**src/rtl/cfr_pkg.sv**
```systemverilog
package cfr_pkg;

  // default payload buffer depth in bytes
  localparam int MAX_PAYLOAD_DEF = 32;

  // smallest decoded frame: id, length, checksum
  localparam logic [7:0] MIN_DECODED = 8'd3;

  typedef enum logic [2:0] {
    ST_OK    = 3'd0,
    ST_CUT   = 3'd1,
    ST_SHORT = 3'd2,
    ST_CHECK = 3'd3,
    ST_LEN   = 3'd4
  } status_t;

  typedef enum logic [1:0] {
    PH_HUNT = 2'd0,
    PH_LEN  = 2'd1,
    PH_DATA = 2'd2
  } phase_t;

  typedef enum logic [1:0] {
    D_IDLE,
    D_ZERO,
    D_SEND
  } dec_state_t;

  typedef enum logic [1:0] {
    E_IDLE,
    E_READ,
    E_LOAD,
    E_SINGLE
  } emit_state_t;

  // finished frame handed from decoder to emitter
  typedef struct packed {
    status_t    status;
    logic [7:0] id;
    logic [7:0] len;
  } job_t;

endpackage

```
**src/rtl/cfr_ram.sv**
```systemverilog
module cfr_ram #(
  parameter int WIDTH = 8,
  parameter int DEPTH = 32,
  localparam int AW = (DEPTH > 1) ? $clog2(DEPTH) : 1
) (
  input  logic             clk,
  input  logic             we,
  input  logic [AW-1:0]    waddr,
  input  logic [WIDTH-1:0] wdata,
  input  logic [AW-1:0]    raddr,
  output logic [WIDTH-1:0] rdata
);

  logic [WIDTH-1:0] mem [DEPTH];

  always_ff @(posedge clk) begin
    if (we) begin
      mem[waddr] <= wdata;
    end
    rdata <= mem[raddr];
  end

endmodule

```
**src/rtl/cfr_decoder.sv**
```systemverilog
module cfr_decoder import cfr_pkg::*; #(
  parameter int MAX_PAYLOAD = MAX_PAYLOAD_DEF,
  localparam int AW = (MAX_PAYLOAD > 1) ? $clog2(MAX_PAYLOAD) : 1
) (
  input  logic          clk,
  input  logic          rst,
  input  logic          in_valid,
  output logic          in_stall,
  input  logic [7:0]    rx_byte,
  input  logic          drain_busy,
  output logic          job_valid,
  input  logic          job_ready,
  output job_t          job,
  output logic          ram_we,
  output logic [AW-1:0] ram_waddr,
  output logic [7:0]    ram_wdata
);

  localparam logic [8:0] MAX9 = 9'(MAX_PAYLOAD);

  dec_state_t state, state_next;
  phase_t     phase;

  logic [7:0] enc_left, run_left, dec_index;
  logic [7:0] frame_id, frame_length, running_xor, received_check;
  logic       code_ff, cobs_bad, cut;

  logic       accept, data_step, cut_step;
  logic       step_bad, step_ff, step_zero, take_byte;
  logic [7:0] step_run, step_enc;
  logic       take_en;
  logic [7:0] take_val;
  logic [8:0] lim, pay_off;
  logic       in_payload;
  status_t    job_status;

  assign in_stall  = (state != D_IDLE) || drain_busy;
  assign accept    = in_valid && !in_stall;
  assign data_step = accept && (phase == PH_DATA) && (rx_byte != 8'd0);
  assign cut_step  = accept && (phase == PH_DATA) && (rx_byte == 8'd0);

  // one encoded byte: code byte or data byte of the current run
  always_comb begin
    step_bad  = cobs_bad;
    step_run  = run_left;
    step_ff   = code_ff;
    take_byte = 1'b0;
    if (!cobs_bad) begin
      if (run_left == 8'd0) begin
        if (rx_byte > enc_left) begin
          step_bad = 1'b1;
        end else begin
          step_ff  = (rx_byte == 8'hFF);
          step_run = rx_byte - 8'd1;
        end
      end else begin
        take_byte = 1'b1;
        step_run  = run_left - 8'd1;
      end
    end
    step_enc  = (enc_left != 8'd0) ? enc_left - 8'd1 : enc_left;
    step_zero = !step_bad && (step_run == 8'd0) && !step_ff && (step_enc != 8'd0);
  end

  // shared sink for decoded bytes; the implied zero of a run goes in the cycle after its last byte
  assign take_en    = (data_step && take_byte) || (state == D_ZERO);
  assign take_val   = (state == D_ZERO) ? 8'd0 : rx_byte;
  assign lim        = {1'b0, frame_length} + 9'd2;
  assign pay_off    = {1'b0, dec_index} - 9'd2;
  assign in_payload = take_en && (dec_index >= 8'd2) && ({1'b0, dec_index} < lim);
  assign ram_we     = in_payload && (pay_off < MAX9);
  assign ram_waddr  = pay_off[AW-1:0];
  assign ram_wdata  = take_val;

  always_comb begin
    if (cut) begin
      job_status = ST_CUT;
    end else if (cobs_bad || (dec_index < MIN_DECODED)) begin
      job_status = ST_SHORT;
    end else if (({1'b0, frame_length} > MAX9) ||
                 ({1'b0, dec_index} < ({1'b0, frame_length} + 9'(MIN_DECODED)))) begin
      job_status = ST_LEN;
    end else if (running_xor != received_check) begin
      job_status = ST_CHECK;
    end else begin
      job_status = ST_OK;
    end
  end

  assign job.status = job_status;
  assign job.id     = frame_id;
  assign job.len    = frame_length;

  always_ff @(posedge clk) begin
    if (rst) begin
      state <= D_IDLE;
    end else begin
      state <= state_next;
    end
  end

  always_comb begin
    state_next = state;
    job_valid  = 1'b0;
    case (state)
      D_IDLE: begin
        if (cut_step) begin
          state_next = D_SEND;
        end else if (data_step) begin
          if (step_zero) begin
            state_next = D_ZERO;
          end else if (step_enc == 8'd0) begin
            state_next = D_SEND;
          end
        end
      end
      D_ZERO: begin
        state_next = D_IDLE;
      end
      D_SEND: begin
        job_valid = 1'b1;
        if (job_ready) begin
          state_next = D_IDLE;
        end
      end
      default: begin
        state_next = D_IDLE;
      end
    endcase
  end

  always_ff @(posedge clk) begin
    if (rst) begin
      phase <= PH_HUNT;
      cut   <= 1'b0;
    end else begin
      if (accept) begin
        case (phase)
          PH_LEN: begin
            if (rx_byte != 8'd0) begin
              enc_left       <= rx_byte;
              run_left       <= 8'd0;
              code_ff        <= 1'b0;
              dec_index      <= 8'd0;
              frame_id       <= 8'd0;
              frame_length   <= 8'd0;
              running_xor    <= 8'd0;
              received_check <= 8'd0;
              cobs_bad       <= 1'b0;
              phase          <= PH_DATA;
            end
          end
          PH_DATA: begin
            if (rx_byte == 8'd0) begin
              phase <= PH_LEN;
              cut   <= 1'b1;
            end else begin
              cobs_bad <= step_bad;
              run_left <= step_run;
              code_ff  <= step_ff;
              enc_left <= step_enc;
              cut      <= 1'b0;
              if (step_enc == 8'd0) begin
                phase <= PH_HUNT;
              end
            end
          end
          default: begin
            phase <= (rx_byte == 8'd0) ? PH_LEN : PH_HUNT;
          end
        endcase
      end
      if (take_en) begin
        if (dec_index == 8'd0) begin
          frame_id    <= take_val;
          running_xor <= running_xor ^ take_val;
        end else if (dec_index == 8'd1) begin
          frame_length <= take_val;
          running_xor  <= running_xor ^ take_val;
        end else if ({1'b0, dec_index} < lim) begin
          running_xor <= running_xor ^ take_val;
        end else if ({1'b0, dec_index} == lim) begin
          received_check <= take_val;
        end
        if (dec_index != 8'hFF) begin
          dec_index <= dec_index + 8'd1;
        end
      end
    end
  end

  a_no_write_during_drain: assert property (@(posedge clk) disable iff (rst)
    ram_we |-> !drain_busy)
    else $error("payload write while buffer is draining");

  a_zero_mid_frame: assert property (@(posedge clk) disable iff (rst)
    (state == D_ZERO) |-> (!cobs_bad && (enc_left != 8'd0) && (phase == PH_DATA)))
    else $error("implied zero outside an open run");

endmodule

```
**src/rtl/cfr_emitter.sv**
```systemverilog
module cfr_emitter import cfr_pkg::*; #(
  parameter int MAX_PAYLOAD = MAX_PAYLOAD_DEF,
  localparam int AW = (MAX_PAYLOAD > 1) ? $clog2(MAX_PAYLOAD) : 1
) (
  input  logic          clk,
  input  logic          rst,
  input  logic          job_valid,
  output logic          job_ready,
  input  job_t          job,
  output logic          drain_busy,
  output logic [AW-1:0] ram_raddr,
  input  logic [7:0]    ram_rdata,
  output logic          out_valid,
  input  logic          out_stall,
  output logic [7:0]    message_id,
  output logic [5:0]    payload_count,
  output logic [7:0]    payload_byte,
  output logic [4:0]    byte_position,
  output logic [2:0]    frame_status,
  output logic          last
);

  emit_state_t est, est_next;
  job_t        cur;
  logic [AW-1:0] idx;
  logic        out_free, is_last, load_byte, load_single;

  assign out_free   = !out_valid || !out_stall;
  assign is_last    = (9'(idx) + 9'd1) == {1'b0, cur.len};
  assign job_ready  = (est == E_IDLE);
  assign drain_busy = (est == E_READ) || (est == E_LOAD);
  assign ram_raddr  = idx;

  always_ff @(posedge clk) begin
    if (rst) begin
      est <= E_IDLE;
    end else begin
      est <= est_next;
    end
  end

  always_comb begin
    est_next    = est;
    load_byte   = 1'b0;
    load_single = 1'b0;
    case (est)
      E_IDLE: begin
        if (job_valid) begin
          est_next = ((job.status != ST_OK) || (job.len == 8'd0)) ? E_SINGLE : E_READ;
        end
      end
      E_READ: begin
        est_next = E_LOAD;
      end
      E_LOAD: begin
        if (out_free) begin
          load_byte = 1'b1;
          est_next  = is_last ? E_IDLE : E_READ;
        end
      end
      E_SINGLE: begin
        if (out_free) begin
          load_single = 1'b1;
          est_next    = E_IDLE;
        end
      end
      default: begin
        est_next = E_IDLE;
      end
    endcase
  end

  always_ff @(posedge clk) begin
    if (rst) begin
      out_valid <= 1'b0;
    end else if (load_byte || load_single) begin
      out_valid <= 1'b1;
    end else if (!out_stall) begin
      out_valid <= 1'b0;
    end
  end

  always_ff @(posedge clk) begin
    if ((est == E_IDLE) && job_valid) begin
      cur <= job;
      idx <= '0;
    end
    if (load_byte) begin
      idx           <= idx + AW'(1);
      message_id    <= cur.id;
      payload_count <= cur.len[5:0];
      payload_byte  <= ram_rdata;
      byte_position <= 5'(idx);
      frame_status  <= ST_OK;
      last          <= is_last;
    end else if (load_single) begin
      message_id    <= (cur.status == ST_OK) ? cur.id : 8'd0;
      payload_count <= 6'd0;
      payload_byte  <= 8'd0;
      byte_position <= 5'd0;
      frame_status  <= cur.status;
      last          <= 1'b1;
    end
  end

  a_idx_in_frame: assert property (@(posedge clk) disable iff (rst)
    ((est == E_READ) || (est == E_LOAD)) |-> (9'(idx) < {1'b0, cur.len}))
    else $error("drain index past payload length");

  a_error_is_last: assert property (@(posedge clk) disable iff (rst)
    (out_valid && (frame_status != ST_OK)) |-> last)
    else $error("error result not marked last");

endmodule

```
**src/rtl/cobs_frame_receiver.sv**
```systemverilog
// Result path: the decoder offers each frame from its send state; the emitter reads each
//   payload byte from the buffer (read, then load) into its output register, or loads an error
//   or empty-payload beat without a buffer read.
// Throughput: one serial byte per cycle while in_stall is low; input is held off for a run's
//   implied zero, a frame's final or cut byte until its hand-off, and the payload drain.
// Reset (rst, synchronous): hunt for a start zero, output idle; buffer left uncleared.
module cobs_frame_receiver import cfr_pkg::*; #(
  parameter int MAX_PAYLOAD = MAX_PAYLOAD_DEF
) (
  input  logic       clk,
  input  logic       rst,
  // serial byte channel
  input  logic       in_valid,
  output logic       in_stall,
  input  logic [7:0] rx_byte,
  // result channel, one beat per result
  output logic       out_valid,
  input  logic       out_stall,
  output logic [7:0] message_id,
  output logic [5:0] payload_count,
  output logic [7:0] payload_byte,
  output logic [4:0] byte_position,
  output logic [2:0] frame_status,
  output logic       last
);

  localparam int AW = (MAX_PAYLOAD > 1) ? $clog2(MAX_PAYLOAD) : 1;

  // decoder -> emitter hand-off of a finished frame
  logic          job_valid;
  logic          job_ready;
  job_t          job;
  // emitter owns the buffer read port while draining
  logic          drain_busy;

  logic          ram_we;
  logic [AW-1:0] ram_waddr;
  logic [7:0]    ram_wdata;
  logic [AW-1:0] ram_raddr;
  logic [7:0]    ram_rdata;

  // Framing, COBS decode, checksum and frame checks. Decoded payload bytes
  // go straight into the buffer as they appear.
  cfr_decoder #(
    .MAX_PAYLOAD (MAX_PAYLOAD)
  ) u_decoder (
    .clk        (clk),
    .rst        (rst),
    .in_valid   (in_valid),
    .in_stall   (in_stall),
    .rx_byte    (rx_byte),
    .drain_busy (drain_busy),
    .job_valid  (job_valid),
    .job_ready  (job_ready),
    .job        (job),
    .ram_we     (ram_we),
    .ram_waddr  (ram_waddr),
    .ram_wdata  (ram_wdata)
  );

  // Payload buffer: one write port for the decoder, one registered read
  // port for the emitter. Never written and read in the same frame window.
  cfr_ram #(
    .WIDTH (8),
    .DEPTH (MAX_PAYLOAD)
  ) u_payload_ram (
    .clk   (clk),
    .we    (ram_we),
    .waddr (ram_waddr),
    .wdata (ram_wdata),
    .raddr (ram_raddr),
    .rdata (ram_rdata)
  );

  // Emits one error/empty beat, or walks the buffer one byte per beat.
  // Its output register lets the decoder take new bytes while the last
  // beat of a frame waits downstream.
  cfr_emitter #(
    .MAX_PAYLOAD (MAX_PAYLOAD)
  ) u_emitter (
    .clk           (clk),
    .rst           (rst),
    .job_valid     (job_valid),
    .job_ready     (job_ready),
    .job           (job),
    .drain_busy    (drain_busy),
    .ram_raddr     (ram_raddr),
    .ram_rdata     (ram_rdata),
    .out_valid     (out_valid),
    .out_stall     (out_stall),
    .message_id    (message_id),
    .payload_count (payload_count),
    .payload_byte  (payload_byte),
    .byte_position (byte_position),
    .frame_status  (frame_status),
    .last          (last)
  );

endmodule
```
**config.mk**
```make
export PLATFORM = sky130hd
export DESIGN_NAME = cobs_frame_receiver
export DESIGN_NICKNAME = d
export VERILOG_FILES = /design/src/rtl/cfr_pkg.sv /design/src/rtl/cfr_ram.sv /design/src/rtl/cfr_decoder.sv /design/src/rtl/cfr_emitter.sv /design/src/rtl/cobs_frame_receiver.sv
export SDC_FILE = /design/constraint.sdc
export NUM_CORES = 1
export LEC_CHECK = 0
export ABC_CLOCK_PERIOD_IN_PS = 3700
export BUFFER_PORTS_ARGS = -buffer_cell sky130_fd_sc_hd__buf_4
export CAP_MARGIN = 5
export CORE_ASPECT_RATIO = 0.9
export CORE_UTILIZATION = 35
export CTS_BUF_LIST = sky130_fd_sc_hd__clkbuf_16
export DETAILED_ROUTE_END_ITERATION = 10
export GPL_TIMING_DRIVEN = 0
export PLACE_DENSITY = 0.5
export SLEW_MARGIN = 30
export SYNTH_ARGS = -nofsm -noshare
export SYNTH_HDL_FRONTEND = slang
export SYNTH_SLANG_ARGS = --single-unit
```
**constraint.sdc**
```tcl
create_clock -name clk -period 3.7 [get_ports clk]
set_input_delay 0.37 -clock clk [delete_from_list [all_inputs] [get_ports clk]]
set_output_delay 0.37 -clock clk [all_outputs]
set_load 0.01 [all_outputs]
```
==> results by group <==
Status
  – Status: complete, no violations

Critical path
  – Register-to-register setup slack: 0.21 ns
  – Reg-to-Reg End: u_payload_ram.mem[7][1]
  – R2R depth: 10
  – Cell Chain, Critical Path: inv_1 -> ha_1 -> or4b_4 -> nand2b_2 -> o41ai_4 -> o2111ai_2 -> nor3b_4 -> buf_12 -> nand2_4 -> nor2_4
  – CP max stage delay: 0.54 ns
  – R2R Path Start: u_emitter.est[0]
  – CP required: between 3 and 4 ns
  – Crit path kind: flop to flop
  – Critical path capture point type: flop
  – Worst Setup SP: u_emitter.est[0]
  – CP Launch Type: flop
  – CP max-delay cell: or4b_4
  – CP arrival: about 3.7 ns
  – Critical Path Fanout Max: 8

Route
  – Initial DRC Count: 568
  – Drt pass-1 iters: 5
  – Via count: 9743
  – Drt wl/cell: 21.3 um
  – Detailed Route WL: 40.1 mm
  – DR DRC count: 0
  – Routed Antenna Nets: 0
  – Via density: between 5 and 6

Place
  – Port Buffers: 43
  – Placer's final routability congestion estimate: 0.788
  – Dpl cell area: 18400 sq um
  – DP HPWL: ~27 mm

Clock network
  – CTS tree: yes
  – Clock Latency Late Sink: between 0.5 and 0.6 ns
  – H-tree level count: 2
  – TritonCTS buffer count: 44
  – Clock Tree Buf Depth: 3
  – Root Driver: clkbuf_16
  – Clock sink total: 385
  – Clock transition at path regs: 0.06 ns

Layout
  – Share of cells above drive strength 1: 21.5%
  – Largest registers: u_payload_ram.mem (256), u_emitter.cur (19)
  – Antenna cells: 0
  – Post-route cell area: 20300 sq um
  – Nets: 1288
  – FILL cells: ~4400
  – Top reg by flops: u_payload_ram.mem
  – Max reg flops: around 260
  – Final core occ: 42.0%
  – Area grow syn2layout: 17.7%

Logic synthesis
  – Most used DFF post-synth: edfxtp_1
  – Syn Inst Count: 1128
  – Syn avg cell area: 15.3 sq um
  – Synth cell types: 61
  – Yosys reg bits: 385
  – Yosys Warn Count: 0
  – Synthesized cell area: 17200 sq um
  – Synth async-reset ratio: 0%
  – Syn_nets: ~1200
  – Seq/Total Area, Yosys: 66.1%
  – Number of synthesized flops with an enable pin: 366

Global route
  – Global-route wire length before repair: 61.3 mm
  – Vias in the first global route: just under 10000
  – Total GRT Usage: between 10% and 20%
  – Antenna violations before repair: 0
  – Total gr overflow: 0
  – Largest net degree at the start of global routing: 34

Power and ir drop
  – Final Power: 0.0108 W
  – Lkg Pwr: a little under 7 nW
  – VDD IR max: 0.283 mV
  – Pwr dens: 534 nW/um^2

Timing
  – Minimum clock period: 3.49 ns
  – Pins Over Slew Limit: 0
  – Worst-margin pin slew: 0.923 ns
  – Post-Route Skew: 0.0224 ns
  – WHS: around 0.19 ns
  – Final Hold Viols: 0
  – Setup TNS: 0 ns
  – Final setup vio count: 0
  – Max_slew headroom: 38.5%
  – RSZ-0062 raised after global routing: false
  – Crit share post-route: 94.3%
  – Fmax achieved: between 200 and 300 MHz

Min path
  – WHS Path Cells: 3
  – Min-Delay Endpoint: u_decoder.enc_left[4]
  – Hold WC Path Type: primary input to flop
  – Hold wc startpoint: rx_byte[4]

Die
  – Io pins: between 40 and 50
  – Die H: 212 um
  – Rows: 76
  – Die area: 50100 sq um
  – Die Wd: ~240 um
  – Starting Density: 35.7%
  – Core Area: 48200 sq um

Run
  – Max Cap Viol: 0
==> metrics by stage <==
stage,setup slack (ns),instances
floorplan,0.421,1128
global placement,-0.635,1795
detailed placement,-0.648,1798
CTS,0.0727,1878
global route,0.0230,1886
finish,0.210,1886
==> report_power, final <==
| part | total, W | switching, W | internal, W | leakage, nW |
|---|---|---|---|---|
| sequential | 0.00508 | 0.0000831 | 0.00500 | 3.50 |
| combinational | 0.00161 | 0.000919 | 0.000688 | 2.66 |
| clock | 0.00412 | 0.00172 | 0.00240 | 0.725 |
| total | 0.0108 | 0.00272 | 0.00809 | 6.88 |
==> cells in the mapped netlist (8+ instances only) <==
| cell type | n | share of area, % |
|---|---|---|
| xnor2_1 | 16 | 0.81 |
| nor4_1 | 17 | 0.62 |
| dfxtp_1 | 19 | 2.2 |
| nand3_1 | 42 | 1.2 |
| nor3_1 | 12 | 0.35 |
| mux4_2 | 80 | 10 |
| xor2_1 | 27 | 1.4 |
| a211o_1 | 9 | 0.46 |
| clkbuf_1 | 40 | 0.87 |
| mux2_2 | 8 | 0.52 |
| mux2i_1 | 12 | 0.70 |
| ha_1 | 45 | 3.3 |
| a21oi_1 | 27 | 0.79 |
| nor2_1 | 87 | 1.9 |
| and3_1 | 25 | 0.91 |
| edfxtp_1 | 366 | 64 |
| nand4_1 | 8 | 0.29 |
| nor2b_1 | 12 | 0.44 |
| inv_1 | 38 | 0.83 |
| nand2b_1 | 14 | 0.51 |
| o21a_1 | 9 | 0.39 |
| o21ai_0 | 55 | 1.6 |
| nand2_1 | 74 | 1.6 |
==> worst max-delay path: cells and delay by family (launching register included) <==
kind	cells	cell delay (ns)
AND/OR/NAND/NOR	5	1.59
flip-flops	1	0.38
AO/OA/AOI/OAI	2	0.56
adder cells (fa/ha/maj)	1	0.37
buffers and inverters	2	0.24
==> cell type report <==
class                           instances  area [sq um]  area share [%]
Sequential cell                       385         11400            56.1
Multi-Input combinational cell        654          5800            28.6
Clock buffer                           45          1130            5.56
Tap cell                              624           781            3.85
Timing Repair Buffer                   57           587            2.90
Clock inverter                         32           241            1.19
Buffer                                 51           205            1.01
Inverter                               38           143           0.704
==> logic make-up after synthesis <==
family / after synthesis / synth area share (%)
XOR/XNOR: 43 / 2.19
adder cells (fa/ha/maj): 45 / 3.27
flip-flops: 385 / 66.1
AND/OR/NAND/NOR: 329 / 9.68
buffers and inverters: 89 / 1.98
multiplexers: 100 / 11.7
AO/OA/AOI/OAI: 137 / 5.13
==> how the worst max path moves through the flow <==
stage	endpoint	slack (ns)	cells after the start
6_report	u_payload_ram.mem[7][1]	0.21	10
5_1_grt	u_payload_ram.mem[0][1]	0.02	10
4_1_cts	u_decoder.running_xor[7]	0.07	12
3_5_place_dp	u_payload_ram.mem[16][2]	-0.65	9
3_3_place_gp	u_payload_ram.mem[17][3]	-0.64	9
2_1_floorplan	u_payload_ram.mem[0][0]	0.42	9
==> timing repair <==
item	in CTS	in global routing
buffers inserted	2	8
endpoints found under the hold margin	1	0
hold buffers	1	0
gates resized for setup	73	3
pin swaps	2	9
endpoints found under the setup margin	256	257
==> layer usage <==
metal,share of wire (%),track usage [%],vias up
met3,4.2,3.35,65
met5,0,0,-
li1,-,-,4602
met4,2.1,4.62,0
met2,45,25.2,189
met1,49,23.5,4887
==> placed cells by master (no fill, tap or decap), types with 6 or more instances in the layout <==
master       n
and3_1      25
mux2_2       8
nor2_1      54
dfxtp_1     19
buf_4       44
clkbuf_1    35
clkbuf_2     6
nand3_1     42
clkbuf_16   45
buf_12       9
nand4_1      8
xnor2_1     16
o21a_1       9
inv_2       10
nor2_4      32
nand2_1     70
edfxtp_1   366
o21ai_0     55
nand2b_1    13
nor2b_1     12
ha_1        45
clkinv_1     8
mux2i_1     12
xor2_1      27
a211o_1      9
nor3_1      12
mux4_2      80
a21oi_1     25
inv_1       44
nor4_1      17
Power figures use the tool's default switching activity.
